$ cat config.mk
export PLATFORM = sky130hd
export DESIGN_NAME = ordered_key_list_insert_delete_unit
export DESIGN_NICKNAME = d
export VERILOG_FILES = /design/src/hw/rtl/okl_pkg.sv /design/src/hw/rtl/okl_ram.sv /design/src/hw/rtl/okl_ctrl.sv /design/src/hw/rtl/ordered_key_list_insert_delete_unit.sv
export SDC_FILE = /design/constraint.sdc
export NUM_CORES = 1
export LEC_CHECK = 0
export BUFFER_PORTS_ARGS = -buffer_cell sky130_fd_sc_hd__buf_2
export CORE_MARGIN = 2
export CORE_UTILIZATION = 50
export CTS_CLUSTER_DIAMETER = 100
export DETAILED_ROUTE_END_ITERATION = 12
export PLACE_DENSITY = 0.67
export SYNTH_ARGS = -nofsm -noshare
export SYNTH_HDL_FRONTEND = slang
export SYNTH_SLANG_ARGS = --single-unit
$ cat constraint.sdc
create_clock -name clk -period 6.3 [get_ports clk]
set_input_delay 0 -clock clk [delete_from_list [all_inputs] [get_ports clk]]
set_output_delay 0 -clock clk [all_outputs]
set_load 0.03 [all_outputs]
$ cat src/hw/rtl/okl_pkg.sv
package okl_pkg;

  localparam int LIST_DEPTH = 16;
  localparam int AW = $clog2(LIST_DEPTH);
  localparam int CW = $clog2(LIST_DEPTH + 1);

  localparam int OP_W = 2;
  localparam int KEY_W = 32;
  localparam int STATUS_W = 2;
  localparam int COUNT_W = 5;

  typedef enum logic [OP_W-1:0] {
    OP_PUSH_FRONT = 2'd0,
    OP_PUSH_BACK  = 2'd1,
    OP_DELETE     = 2'd2,
    OP_NOP        = 2'd3
  } op_e_t;

  typedef enum logic [STATUS_W-1:0] {
    STS_DONE      = 2'd0,
    STS_FULL      = 2'd1,
    STS_NOT_FOUND = 2'd2,
    STS_EMPTY     = 2'd3
  } status_e_t;

  typedef enum logic [1:0] {
    ST_IDLE,
    ST_SEARCH,
    ST_SHIFT,
    ST_RESULT
  } state_t;

  typedef struct packed {
    status_e_t        status;
    logic [CW-1:0]    count;
    logic [KEY_W-1:0] front_key;
    logic [KEY_W-1:0] back_key;
  } result_t;

  // physical slot of logical position off, counted from the front slot
  function automatic logic [AW-1:0] wrap_add(input logic [AW-1:0] base,
                                             input logic [AW-1:0] off);
    logic [AW:0] sum;
    sum = {1'b0, base} + {1'b0, off};
    if (sum >= (AW+1)'(LIST_DEPTH)) begin
      sum = sum - (AW+1)'(LIST_DEPTH);
    end
    return sum[AW-1:0];
  endfunction

  function automatic logic [AW-1:0] wrap_dec(input logic [AW-1:0] base);
    logic [AW-1:0] res;
    if (base == '0) begin
      res = AW'(LIST_DEPTH - 1);
    end else begin
      res = base - AW'(1);
    end
    return res;
  endfunction

endpackage

$ cat src/hw/rtl/okl_ram.sv
module okl_ram #(
  parameter int WIDTH = 32,
  parameter int DEPTH = 16
) (
  input  logic                     clk,
  input  logic                     we,
  input  logic [$clog2(DEPTH)-1:0] wr_addr,
  input  logic [WIDTH-1:0]         wr_data,
  input  logic [$clog2(DEPTH)-1:0] rd_addr,
  output logic [WIDTH-1:0]         rd_data
);

  logic [WIDTH-1:0] mem [DEPTH];

  always_ff @(posedge clk) begin
    if (we) begin
      mem[wr_addr] <= wr_data;
    end
    rd_data <= mem[rd_addr];
  end

endmodule

$ cat src/hw/rtl/okl_ctrl.sv
module okl_ctrl
  import okl_pkg::*;
(
  input  logic             clk,
  input  logic             rst,
  input  logic             req_valid,
  output logic             req_stall,
  input  op_e_t            req_op,
  input  logic [KEY_W-1:0] req_key,
  output logic             res_valid,
  input  logic             res_take,
  output result_t          res
);

  state_t           state, state_next;
  logic [KEY_W-1:0] key_q, key_q_next;
  logic [CW-1:0]    count, count_next;
  logic [AW-1:0]    head, head_next;
  logic [AW-1:0]    idx, idx_next;
  logic [KEY_W-1:0] front, front_next;
  logic [KEY_W-1:0] back, back_next;
  logic [KEY_W-1:0] prev, prev_next;
  status_e_t        status, status_next;

  logic             ram_we;
  logic [AW-1:0]    wr_addr;
  logic [KEY_W-1:0] wr_data;
  logic [AW-1:0]    rd_addr;
  logic [KEY_W-1:0] rd_data;

  logic             full;
  logic             empty;
  logic             is_push;
  logic [CW:0]      idx_p1;
  logic [CW:0]      idx_p2;

  assign full    = (count == CW'(LIST_DEPTH));
  assign empty   = (count == '0);
  assign is_push = (req_op == OP_PUSH_FRONT) || (req_op == OP_PUSH_BACK);
  assign idx_p1  = (CW+1)'(idx) + (CW+1)'(1);
  assign idx_p2  = (CW+1)'(idx) + (CW+1)'(2);

  okl_ram #(
    .WIDTH (KEY_W),
    .DEPTH (LIST_DEPTH)
  ) u_ram (
    .clk     (clk),
    .we      (ram_we),
    .wr_addr (wr_addr),
    .wr_data (wr_data),
    .rd_addr (rd_addr),
    .rd_data (rd_data)
  );

  always_ff @(posedge clk) begin
    if (rst) begin
      state  <= ST_IDLE;
      count  <= '0;
      head   <= '0;
      status <= STS_DONE;
    end else begin
      state  <= state_next;
      count  <= count_next;
      head   <= head_next;
      status <= status_next;
    end
  end

  always_ff @(posedge clk) begin
    key_q <= key_q_next;
    idx   <= idx_next;
    front <= front_next;
    back  <= back_next;
    prev  <= prev_next;
  end

  always_comb begin
    state_next  = state;
    key_q_next  = key_q;
    count_next  = count;
    head_next   = head;
    idx_next    = idx;
    front_next  = front;
    back_next   = back;
    prev_next   = prev;
    status_next = status;
    case (state)
      ST_IDLE: begin
        if (req_valid) begin
          key_q_next = req_key;
          idx_next   = '0;
          case (req_op)
            OP_PUSH_FRONT, OP_PUSH_BACK: begin
              state_next = ST_RESULT;
              if (full) begin
                status_next = STS_FULL;
              end else begin
                status_next = STS_DONE;
                count_next  = count + CW'(1);
                if (req_op == OP_PUSH_FRONT) begin
                  head_next  = wrap_dec(head);
                  front_next = req_key;
                  if (empty) begin
                    back_next = req_key;
                  end
                end else begin
                  back_next = req_key;
                  if (empty) begin
                    front_next = req_key;
                  end
                end
              end
            end
            OP_DELETE: begin
              if (empty) begin
                status_next = STS_EMPTY;
                state_next  = ST_RESULT;
              end else begin
                state_next = ST_SEARCH;
              end
            end
            default: begin
              status_next = STS_DONE;
              state_next  = ST_RESULT;
            end
          endcase
        end
      end
      ST_SEARCH: begin
        prev_next = rd_data;
        if (rd_data == key_q) begin
          if (idx_p1 < (CW+1)'(count)) begin
            state_next = ST_SHIFT;
          end else begin
            back_next   = prev;
            count_next  = count - CW'(1);
            status_next = STS_DONE;
            state_next  = ST_RESULT;
          end
        end else if (idx_p1 < (CW+1)'(count)) begin
          idx_next = idx + AW'(1);
        end else begin
          status_next = STS_NOT_FOUND;
          state_next  = ST_RESULT;
        end
      end
      ST_SHIFT: begin
        if (idx == '0) begin
          front_next = rd_data;
        end
        if (idx_p2 < (CW+1)'(count)) begin
          idx_next = idx + AW'(1);
        end else begin
          count_next  = count - CW'(1);
          status_next = STS_DONE;
          state_next  = ST_RESULT;
        end
      end
      ST_RESULT: begin
        if (res_take) begin
          state_next = ST_IDLE;
        end
      end
      default: begin
        state_next = ST_IDLE;
      end
    endcase
  end

  always_comb begin
    req_stall = (state != ST_IDLE);
    res_valid = (state == ST_RESULT);
    ram_we    = 1'b0;
    wr_addr   = wrap_add(head, idx);
    wr_data   = rd_data;
    rd_addr   = wrap_add(head, idx_p1[AW-1:0]);
    case (state)
      ST_IDLE: begin
        rd_addr = head;
        wr_data = req_key;
        if (req_op == OP_PUSH_FRONT) begin
          wr_addr = wrap_dec(head);
        end else begin
          wr_addr = wrap_add(head, count[AW-1:0]);
        end
        ram_we = req_valid && is_push && !full;
      end
      ST_SEARCH: begin
        rd_addr = wrap_add(head, idx_p1[AW-1:0]);
      end
      ST_SHIFT: begin
        ram_we  = 1'b1;
        rd_addr = wrap_add(head, idx_p2[AW-1:0]);
      end
      default: begin
        ram_we = 1'b0;
      end
    endcase
  end

  assign res.status    = status;
  assign res.count     = count;
  assign res.front_key = empty ? '0 : front;
  assign res.back_key  = empty ? '0 : back;

  a_count_bound: assert property (@(posedge clk) disable iff (rst)
    count <= CW'(LIST_DEPTH))
    else $error("occupancy above depth");

  a_push_grows: assert property (@(posedge clk) disable iff (rst)
    (state == ST_IDLE && req_valid && is_push && !full)
      |=> count == $past(count) + CW'(1))
    else $error("push did not grow occupancy");

  a_search_range: assert property (@(posedge clk) disable iff (rst)
    (state == ST_SEARCH) |-> ((CW+1)'(idx) < (CW+1)'(count)))
    else $error("search index past back");

  a_no_write_search: assert property (@(posedge clk) disable iff (rst)
    (state == ST_SEARCH || state == ST_RESULT) |-> !ram_we)
    else $error("write during search or result");

  a_delete_shrinks: assert property (@(posedge clk) disable iff (rst)
    (state == ST_SEARCH && rd_data == key_q && idx_p1 >= (CW+1)'(count))
      |=> count == $past(count) - CW'(1))
    else $error("delete of back key did not shrink occupancy");

endmodule

$ cat src/hw/rtl/ordered_key_list_insert_delete_unit.sv
// Ordered key list: a bounded sequence of up to LIST_DEPTH signed keys.
// Request channel (req_valid, req_stall, operation, key): insert at front,
// insert at back, delete first key from the front that matches, or no-op.
// Response channel (rsp_valid, rsp_stall, status, count, front_key,
// back_key): one transaction per request, in request order.
// Keys live in a single one-read one-write RAM used as a ring; a head
// pointer marks the front slot, so inserts touch one entry.
// Inserts (also into a full list), no-ops and deletes on an empty list go
// from acceptance straight to the result state, then to the output register.
// Deletes walk the RAM one entry per cycle through its read port: the
// search visits entries up to the match, then the tail moves up one slot,
// and the response is then presented from the result state.
// A new request is accepted while a finished response is still held in the
// output register; requests stall while the unit works on one and while
// its finished response waits.
// When rsp_stall is high the response holds and a further finished
// response waits inside the unit until the register frees up.
// Reset empties the list; RAM contents are not cleared.
module ordered_key_list_insert_delete_unit
  import okl_pkg::*;
(
  input  logic                clk,
  input  logic                rst,
  input  logic                req_valid,
  output logic                req_stall,
  input  logic [OP_W-1:0]     operation,
  input  logic [KEY_W-1:0]    key,
  output logic                rsp_valid,
  input  logic                rsp_stall,
  output logic [STATUS_W-1:0] status,
  output logic [COUNT_W-1:0]  count,
  output logic [KEY_W-1:0]    front_key,
  output logic [KEY_W-1:0]    back_key
);

  logic               res_valid;
  logic               res_take;
  result_t            res;
  logic [CW+COUNT_W-1:0] count_ext;

  okl_ctrl u_ctrl (
    .clk       (clk),
    .rst       (rst),
    .req_valid (req_valid),
    .req_stall (req_stall),
    .req_op    (op_e_t'(operation)),
    .req_key   (key),
    .res_valid (res_valid),
    .res_take  (res_take),
    .res       (res)
  );

  assign res_take  = res_valid && (!rsp_valid || !rsp_stall);
  assign count_ext = {{COUNT_W{1'b0}}, res.count};

  always_ff @(posedge clk) begin
    if (rst) begin
      rsp_valid <= 1'b0;
    end else if (res_take) begin
      rsp_valid <= 1'b1;
    end else if (!rsp_stall) begin
      rsp_valid <= 1'b0;
    end
  end

  always_ff @(posedge clk) begin
    if (res_take) begin
      status    <= res.status;
      count     <= count_ext[COUNT_W-1:0];
      front_key <= res.front_key;
      back_key  <= res.back_key;
    end
  end

endmodule

### After elaboration in Yosys (flattened, before gate mapping)

Memory sizes are Yosys's and may differ from the RTL's. A register that Yosys moved wholly into a read port is not among the register bits.
Index checks and enable logic that the tools add are counted.

| word-level totals | value |
|---|---|
| bits in registers | 217 |
| latch bits | 0 |
| bits in writable memories | 512 |
| bits in read-only memories | 0 |
| bits of input ports | 38 |
| output and inout port bits | 73 |
| word-level logic and storage cells | 143 |
| memories kept | 1 |

Memory list:

| name | depth | width | read ports | clocked after Yosys merged registers in | write ports | RTL line | RTL |
|---|---|---|---|---|---|---|---|
| u_ctrl.u_ram.mem | 16 | 32 | 1 | 1 | 1 | okl_ram.sv:13 | `logic [WIDTH-1:0] mem [DEPTH];` |

| cells by class | value |
|---|---|
| add/sub/neg operators | 14 |
| multiply operators | 0 |
| divide/modulo/power cells | 0 |
| order comparisons | 6 |
| eq/ne operators | 23 |
| shifts and indexed selects | 0 |
| multiplexer cells | 58 |
| bitwise logic cells | 1 |
| reduce and logical (&&, ||, !) cells | 26 |

Operators by type and width:

| operator | count |
|---|---|
| two-way mux 32 bit | 13 |
| one-hot mux 32 bit (2 select lines) | 2 |
| two-way mux 4 bit | 11 |
| equality test 32 bit | 1 |
| two-way mux 5 bit | 6 |
| two-way mux 2 bit | 13 |
| adder 4 x 4 -> 5 bit | 4 |
| greater-or-equal comparator 5 bit (second input constant) | 4 |
| subtractor 4 x 1 -> 4 bit (second input constant) | 5 |
| one-hot mux 5 bit (3 select lines) | 1 |
| AND reduction 5 bit | 3 |
| AND reduction 7 bit | 2 |
| less-than comparator 6 x 5 -> 1 bit | 2 |
| inequality test 2 x 1 -> 1 bit (second input constant) | 6 |
| inequality test 2 bit (second input constant) | 6 |
| one-hot mux 4 bit (3 select lines) | 1 |
| inequality test 3 x 2 -> 1 bit (second input constant) | 3 |
| zero test 4 bit | 2 |
| one-hot mux 2 bit (4 select lines) | 1 |
| one-hot mux 4 bit (2 select lines) | 1 |
| equality test 2 bit (second input constant) | 3 |
| two-way mux 1 bit | 6 |
| one-hot mux 2 bit (3 select lines) | 1 |
| AND reduction 6 bit | 1 |
| 21 further kinds | 30 |

### Depth between registers and ports, before layout

Gate-level depths: netlist of the first run.

| logic depth | value |
|---|---|
| depth in word-level cells | 7 |
| gate-level depth with buffers | 15 |
| gate-level depth less buffers | 11 |

### Cells and area by module

A second synthesis of the first run with hierarchy kept.

| second synthesis, totals | value |
|---|---|
| cells, all modules | 1488 |
| area, all modules | 29692.2 um^2 |

Modules (own cells, without submodules):

| module | times used | cells each | area each (um^2) | seq. area each (um^2) |
|---|---|---|---|---|
| okl_ram | 1 | 838 | 19835.3 | 16015.4 |
| okl_ctrl | 1 | 575 | 7688.6 | 4224.1 |
| ordered_key_list_insert_delete_unit | 1 | 75 | 2168.3 | 2152.1 |

### Worst setup path before layout of the first run

Ideal clock, no wire load.

| timing | value |
|---|---|
| path kind | register to register |
| start point | register u_ctrl.state[0] |
| end point | register back_key[0] (enable) |
| setup time | 0.524 ns |
| arrival time | 4.126 ns |
| data required time | 5.776 ns |
| slack | 1.650 ns |
| cell stages (with the launch flop) | 4 |
| buffers on the path | 0 |
| clock period less this slack | 4.650 ns |
| path through | dfxtp_1 > ha_1 > inv_1 > a21oi_1 |

| between the ends | value |
|---|---|
| cells in the longest elaborated chain, start to end | 2 |

Ends and longest elaborated chain:

| item | RTL line | RTL |
|---|---|---|
| start, declared | okl_ctrl.sv:15 | `state_t state, state_next;` |
| start signal, assigned | okl_ctrl.sv:62 | `state <= state_next;` |
| equality test 2 bit | okl_ctrl.sv:172 | `res_valid = (state == ST_RESULT);` |
| logical AND 1 bit | ordered_key_list_insert_delete_unit.sv:53 | `assign res_take = res_valid && (!rsp_valid \|\| !rsp_stall);` |
| via res_take | ordered_key_list_insert_delete_unit.sv:37 | `logic res_take;` |
| end signal, assigned | ordered_key_list_insert_delete_unit.sv:71 | `back_key <= res.back_key;` |
| end, declared | ordered_key_list_insert_delete_unit.sv:33 | `output logic [KEY_W-1:0] back_key` |

The timed path passes the listed nets, and every way through them passes these cells.
A chain may end at the register's enable or synchronous reset.

### Worst setup path in the final report of the first run

| timing | value |
|---|---|
| start point | register u_ctrl.state[0] |
| end point | register u_ctrl.u_ram.rd_data[6], read port of u_ctrl.u_ram.mem |

| between the ends | value |
|---|---|
| cells in the longest elaborated chain, start to end | 2 |
| elaborated cells between the ends (all ways) | 3 |
| classes of those cells | 1 x eq/ne; 1 x mux; 1 x reduce/logical |

Ends and longest elaborated chain:

| item | RTL line | RTL |
|---|---|---|
| equality test 2 bit or zero test 2 bit (tied branches) | okl_ctrl.sv:177 | `case (state)` |
| one-hot mux 4 bit (2 select lines) (*) | okl_ctrl.sv:177 |  |
| end, declared | okl_ram.sv:10 | `output logic [WIDTH-1:0] rd_data` |

Every way passes the cells marked *; elsewhere a longest branch is shown, timed or not.

==> flow_metrics.py, run 1 <==
metrics = {
    "routing": {
        "drt-vias-per-instance": 5.74,
        "ant_nets": 0,
        "first_pass_iters": 5,
        "vias": 17000,
        "wl_per_cell_um": 22.6,
        "drt_iter0_drc": 1524,
        "post-route-drc-count": 0,
        "routed_wl_um": 67000,
    },
    "layout": {
        "area_delta_synth_final_pct": 13.9,
        "antennaDiodeCount": 0,
        "design_area_um2": 34900,
        "drive_gt1_share_pct": 18.8,
        "post-route-util_pct": 57.7,
        "final_net_count": 2200,
    },
    "clock_network": {
        "cts_made_buffers": 75,
        "insertion_delay_ns": 0.62,
        "clock-sinks": 761,
        "cts_buffer_depth": 3,
        "post_cts_buffers": 0,
        "cts_root_buf": "clkbuf_16",
        "clk_pin_slew_worst_paths_ns": 0.06,
        "cts_tree": "yes",
        "htreeDepth": 3,
        "cts-resized-gates": 0,
    },
    "yosys": {
        "synth.most_common_cell": "edfxtp_1",
        "syn-instance-count": 1982,
        "synthesis.nets": 2053,
        "synth-main-ff-cell": "edfxtp_1",
        "seq_area_frac_synth_pct": 73.1,
        "synth_top_area_share_pct": 70.1,
        "synth_edf_count": 715,
        "synthDistinctLibCells": 53,
        "synthArstFlopShare_pct": 0,
        "synth_seq_cells": 761,
        "synth_top_cell_by_area": "edfxtp_1",
        "yosys-top-cells-area": "edfxtp_1, mux2_2, nand2_1",
        "syn_area_um2": 30600,
        "synth_commonest_cells": "edfxtp_1, nand2_1, and2_1",
        "ys_warn_count": 0,
        "syn_area_per_cell_um2": 15.5,
    },
    "power": {
        "power_uw": 18600,
        "clock_power_share_pct": 22.7,
        "p_leak_uw": 0.0117,
        "vdd_ir_drop_max_mv": 0.462,
        "p_comb_share_pct": 36.2,
        "seq_power_share_pct": 41.1,
        "intPower_uw": 12200,
        "swShare_pct": 34.7,
        "power_density_nw_per_um2": 534,
        "p_sw_uw": 6470,
    },
    "setup_path": {
        "path_buf_inv": 3,
        "r2r-end": "u_ctrl.u_ram.rd_data[6]",
        "r2r_cells": 11,
        "slowest_delay_ns": 0.59,
        "crit_path_end_kind": "register",
        "cp_slowest_cell": "o21ai_4",
        "path_max_fanout": 68,
        "r2r-start": "u_ctrl.state[0]",
        "reg2reg_setup_slack_ns": 2.40,
        "crit_chain": "inv_1 -> ha_2 -> xnor2_1 -> ha_1 -> fa_1 -> xnor2_1 -> o21ai_4 -> buf_12 -> buf_12 -> a31oi_1 -> mux4_2",
        "crit_arrival_ns": 4.39,
        "critPathLaunchType": "register",
        "crit_required_ns": 6.78,
        "crit_family": "adder cells",
        "crit_type": "reg2reg",
    },
    "die": {
        "initial_core_util_pct": 50.6,
        "die_w_um": 252,
        "die_area_um2": 63300,
        "core_um2": 60500,
        "io_pins": 111,
        "die_h_um": 252,
        "rows": 90,
    },
    "place": {
        "dp.final_hpwl_um": 36800,
        "io_buffers": 110,
        "gp_congestion": 0.827,
        "placed_area_um2": 32200,
    },
    "timing": {
        "final.setup.tns_ns": 0,
        "slew-limit-headroom_pct": 22.4,
        "whs_ns": 0.166,
        "fin_crit_ns": 3.90,
        "final-max-slew-violation-count": 0,
        "setup_violations": 0,
        "max_freq_ghz": 0.256,
        "worst_pin_slew_ns": 1.16,
        "finClkSkew_ns": 0.0179,
        "hold_violations": 0,
        "fin_crit_sh_pct": 62.0,
        "grt_setup_unrepaired": "false",
    },
    "global_routing": {
        "antenna_found_initial": 4,
        "grt_pass1_wl_um": 100000,
        "grt_remaining_overflow": 0,
        "grt_usage_pct": 21.1,
        "grt_max_degree": 159,
        "grt_pass1_vias": 16700,
    },
    "worst_hold_path": {
        "min_path_type": "in2reg",
        "hold_start": "key[18]",
        "hold_depth": 2,
        "min_to": "u_ctrl.key_q[18]",
    },
    "flow_run": {
        "drv_cap": 0,
    },
    "status": {
        "status": "finished clean",
    },
}
cells by family after synthesis:
logic type / synth area share, %
simple gates: 8.65
fa+ha+maj: 1.45
buf+inv: 1.85
xor+xnor: 1.39
compound gates: 7.36
mux: 6.20
flops: 73.1
how the worst max path moves through the flow:
| stage | from | end | slack (ns) | depth (start not counted) |
|---|---|---|---|---|
| final | u_ctrl.state[0] | u_ctrl.u_ram.rd_data[6] | 2.40 | 11 |
| after global routing | u_ctrl.idx[0] | u_ctrl.u_ram.rd_data[6] | 2.21 | 12 |
| after CTS | u_ctrl.idx[1] | u_ctrl.u_ram.rd_data[6] | 2.36 | 12 |
| after detailed placement | u_ctrl.idx[1] | u_ctrl.u_ram.rd_data[5] | 2.37 | 12 |
| after global placement | u_ctrl.idx[1] | u_ctrl.u_ram.rd_data[5] | 2.44 | 12 |
| after floorplan | u_ctrl.state[0] | back_key[0] | 1.65 | 3 |
cell usage in the layout, fill, tap and decap left out, types with 37 or more instances in the layout:
master	count
a31oi_1	128
nor2b_1	67
dlygate4sd3_1	39
dfxtp_1	46
buf_2	110
clkbuf_16	79
nand2_1	269
and2_1	134
xor2_1	37
mux2_2	97
a211oi_1	131
edfxtp_1	715
registers in the layout (all words and copies together), names as in the netlist, 32 cells and up:
register,flops
front_key,32
u_ctrl.u_ram.mem,512
u_ctrl.back,32
back_key,32
u_ctrl.front,32
u_ctrl.u_ram.rd_data,32
u_ctrl.key_q,32
u_ctrl.prev,32
per-stage QoR:
step           instances  setup WS (ns)
2_1_floorplan       1982           1.65
3_3_place_gp        2795           2.44
4_1_cts             2968           2.36
3_5_place_dp        2795           2.37
5_1_grt             2968           2.21
6_report            2968           2.40
area by class of cell:
class	instances	area, um^2
Clock buffer	101	2120
Clock inverter	33	209
Fill cell	4521	25600
Inverter	13	48.8
Multi-Input combinational cell	1092	7860
Sequential cell	761	22400
Tap cell	782	978
Timing Repair Buffer	186	1280
metal layers:
metal | share of wire (%) | global-route usage, % | vias to the layer above
met5 | 0 | 0 | -
met2 | 49 | 34.8 | 585
met3 | 7.2 | 4.15 | 90
met4 | 2.0 | 6.58 | 0
met1 | 42 | 28.5 | 8512
li1 | - | - | 7844
timing repair:
action,CTS,global route
endpoints found under the hold margin,172,0
endpoints found under the setup margin,0,0
hold buffers,39,0
power groups by stage:
stage	logic, uW	registers (uW)	clock network (uW)
after floorplan	4890	7660	0
after global placement	6590	7720	0
after detailed placement	6740	7740	0
after CTS	6790	7640	4310
after global routing	7390	7730	4500
final	6750	7650	4230
(Power assumes the default switching activity.)
==> run 2: changes to the inputs <==
==> constraint.sdc (replaced) <==
create_clock -name clk -period 4 [get_ports clk]
set_input_delay 0 -clock clk [delete_from_list [all_inputs] [get_ports clk]]
set_output_delay 0 -clock clk [all_outputs]
set_load 0.03 [all_outputs]
==> flow_metrics.py, run 2 (synthesis results as in run 1) <==
metrics = {
    "status": {
        "status": "finished clean",
    },
    "timing": {
        "finClkSkew_ns": 0.0220,
        "slew-limit-headroom_pct": 33.7,
        "grt_setup_unrepaired": "false",
        "fin_crit_sh_pct": 86.3,
        "fin_crit_ns": 3.45,
        "layout_setup_ws_ns": 0.547,
        "worst_pin_slew_ns": 0.995,
        "max_freq_ghz": 0.290,
        "whs_ns": 0.180,
        "hold_violations": 0,
        "final-max-slew-violation-count": 0,
        "setup_violations": 0,
    },
    "layout": {
        "largest_register": "u_ctrl.u_ram.mem",
        "drive_gt1_share_pct": 19.4,
        "largest_reg_flops": 512,
        "area_delta_synth_final_pct": 15.3,
        "final_net_count": 2209,
        "layout_commonest_cell": "edfxtp_1",
        "post-route-util_pct": 58.4,
        "design_area_um2": 35300,
        "n_fill_cell": 4513,
        "most-common-layout-cells": "edfxtp_1, nand2_1, and2_1",
    },
    "setup_path": {
        "reg2reg_setup_slack_ns": 0.55,
        "r2r_cells": 12,
        "critPathLaunchType": "register",
        "r2r-end": "u_ctrl.u_ram.rd_data[29]",
        "cp_slowest_cell": "dfxtp_1",
        "slowest_delay_ns": 0.46,
        "crit_type": "reg2reg",
        "crit_arrival_ns": 3.93,
        "crit_path_end_kind": "register",
        "cp_common_cell": "xnor2_1",
        "startpoint": "u_ctrl.state[0]",
        "path_max_fanout": 27,
        "crit_chain": "inv_1 -> ha_2 -> xnor2_1 -> ha_1 -> fa_1 -> xnor2_1 -> o21ai_4 -> buf_12 -> buf_4 -> a211oi_1 -> a31oi_1 -> mux4_2",
        "crit_required_ns": 4.48,
        "r2r-start": "u_ctrl.state[0]",
    },
    "global_routing": {
        "antenna_found_initial": 1,
        "grt_remaining_overflow": 0,
        "grt_max_degree": 107,
        "grt_pass1_vias": 17000,
        "grt_usage_pct": 21.6,
        "grt_pass1_wl_um": 103000,
    },
    "place": {
        "placed_area_um2": 32500,
        "io_buffers": 110,
        "gp_congestion": 0.853,
        "place_ws_ns": 0.587,
        "dp.final_hpwl_um": 38500,
    },
    "die": {
        "rows": 90,
        "die_w_um": 252,
        "die_h_um": 252,
        "core_um2": 60500,
        "io_pins": 111,
        "initial_core_util_pct": 50.6,
        "die_area_um2": 63300,
    },
    "clock_network": {
        "cts_buffer_depth": 3,
        "post_cts_buffers": 0,
        "cts_made_buffers": 75,
        "insertion_delay_ns": 0.61,
        "clk_pin_slew_worst_paths_ns": 0.06,
        "clock-sinks": 761,
        "cts_tree": "yes",
        "cts_root_buf": "clkbuf_16",
        "htreeDepth": 3,
    },
    "worst_hold_path": {
        "min_path_type": "in2reg",
        "min_to": "u_ctrl.key_q[23]",
        "hold_depth": 2,
        "hold_start": "key[23]",
    },
    "power": {
        "vdd_ir_drop_max_mv": 0.549,
        "p_leak_uw": 0.0119,
        "power_density_nw_per_um2": 852,
        "power_uw": 30100,
    },
    "routing": {
        "first_pass_iters": 5,
        "post-route-drc-count": 0,
        "drt-vias-per-instance": 5.78,
        "wl_per_cell_um": 22.7,
        "vias": 17300,
        "wl_met1_um": 29200,
        "wl_met2_um": 31700,
        "wl_met3_um": 5210,
        "routed_wl_um": 67700,
        "highest_layer": "met4",
        "ant_nets": 0,
        "drt_iter0_drc": 1507,
    },
    "flow_run": {
        "drv_cap": 0,
    },
}
run 2: worst max path at each step:
stage / end / slack (ns) / cells after the start
2_1_floorplan: u_ctrl.u_ram.mem[1][0] / -0.48 / 8
3_3_place_gp: u_ctrl.u_ram.rd_data[29] / 0.68 / 12
3_5_place_dp: u_ctrl.u_ram.rd_data[29] / 0.59 / 12
4_1_cts: u_ctrl.u_ram.rd_data[29] / 0.57 / 12
5_1_grt: u_ctrl.u_ram.rd_data[30] / 0.31 / 12
6_report: u_ctrl.u_ram.rd_data[29] / 0.55 / 12
run 2: power breakdown:
| group | total (uW) | internal [uW] | switching [uW] | leakage [uW] |
|---|---|---|---|---|
| clock network | 6990 | 4100 | 2890 | 0.00120 |
| logic | 11100 | 4190 | 6880 | 0.00381 |
| registers | 12000 | 11300 | 705 | 0.00690 |
run 2: timing repair:
action,CTS,global route
resized for setup,0,0
endpoints found under the hold margin,163,0
setup endpoints to repair,0,0
hold buffers,39,0
run 2: metal layers:
metal | track usage [%] | vias to the layer above
li1 | - | 7887
met1 | 30.1 | 8614
met2 | 34.1 | 645
met3 | 4.28 | 106
met4 | 7.40 | 0
met5 | 0 | -
run 2: final cells by class:
cell class	count	area, um^2	area share (%)
inverters	13	48.8	0.138
clock inverters	28	305	0.864
flip-flops and latches	761	22400	63.4
well taps	782	978	2.77
multi-input cells	1092	7910	22.4
clock buffers	111	2170	6.13
repair buffers	195	1520	4.31
diodes	1	2.50	0.00708
run 2: metrics by stage:
step                      TNS, ns  cells
after CTS                       0   2982
after detailed placement        0   2804
final                           0   2983
after global routing            0   2982
after floorplan           -124.01   1982
after global placement          0   2804
run 2: worst max-delay path, delay by kind of cell (launching register included):
kind	cells	cell delay (ns)
DFF	1	0.46
buffers and inverters	3	0.53
AOI/OAI and AO/OA	3	0.52
xor gates and xnor gates	2	0.45
muxes	1	0.46
adders and majority gates	3	0.89
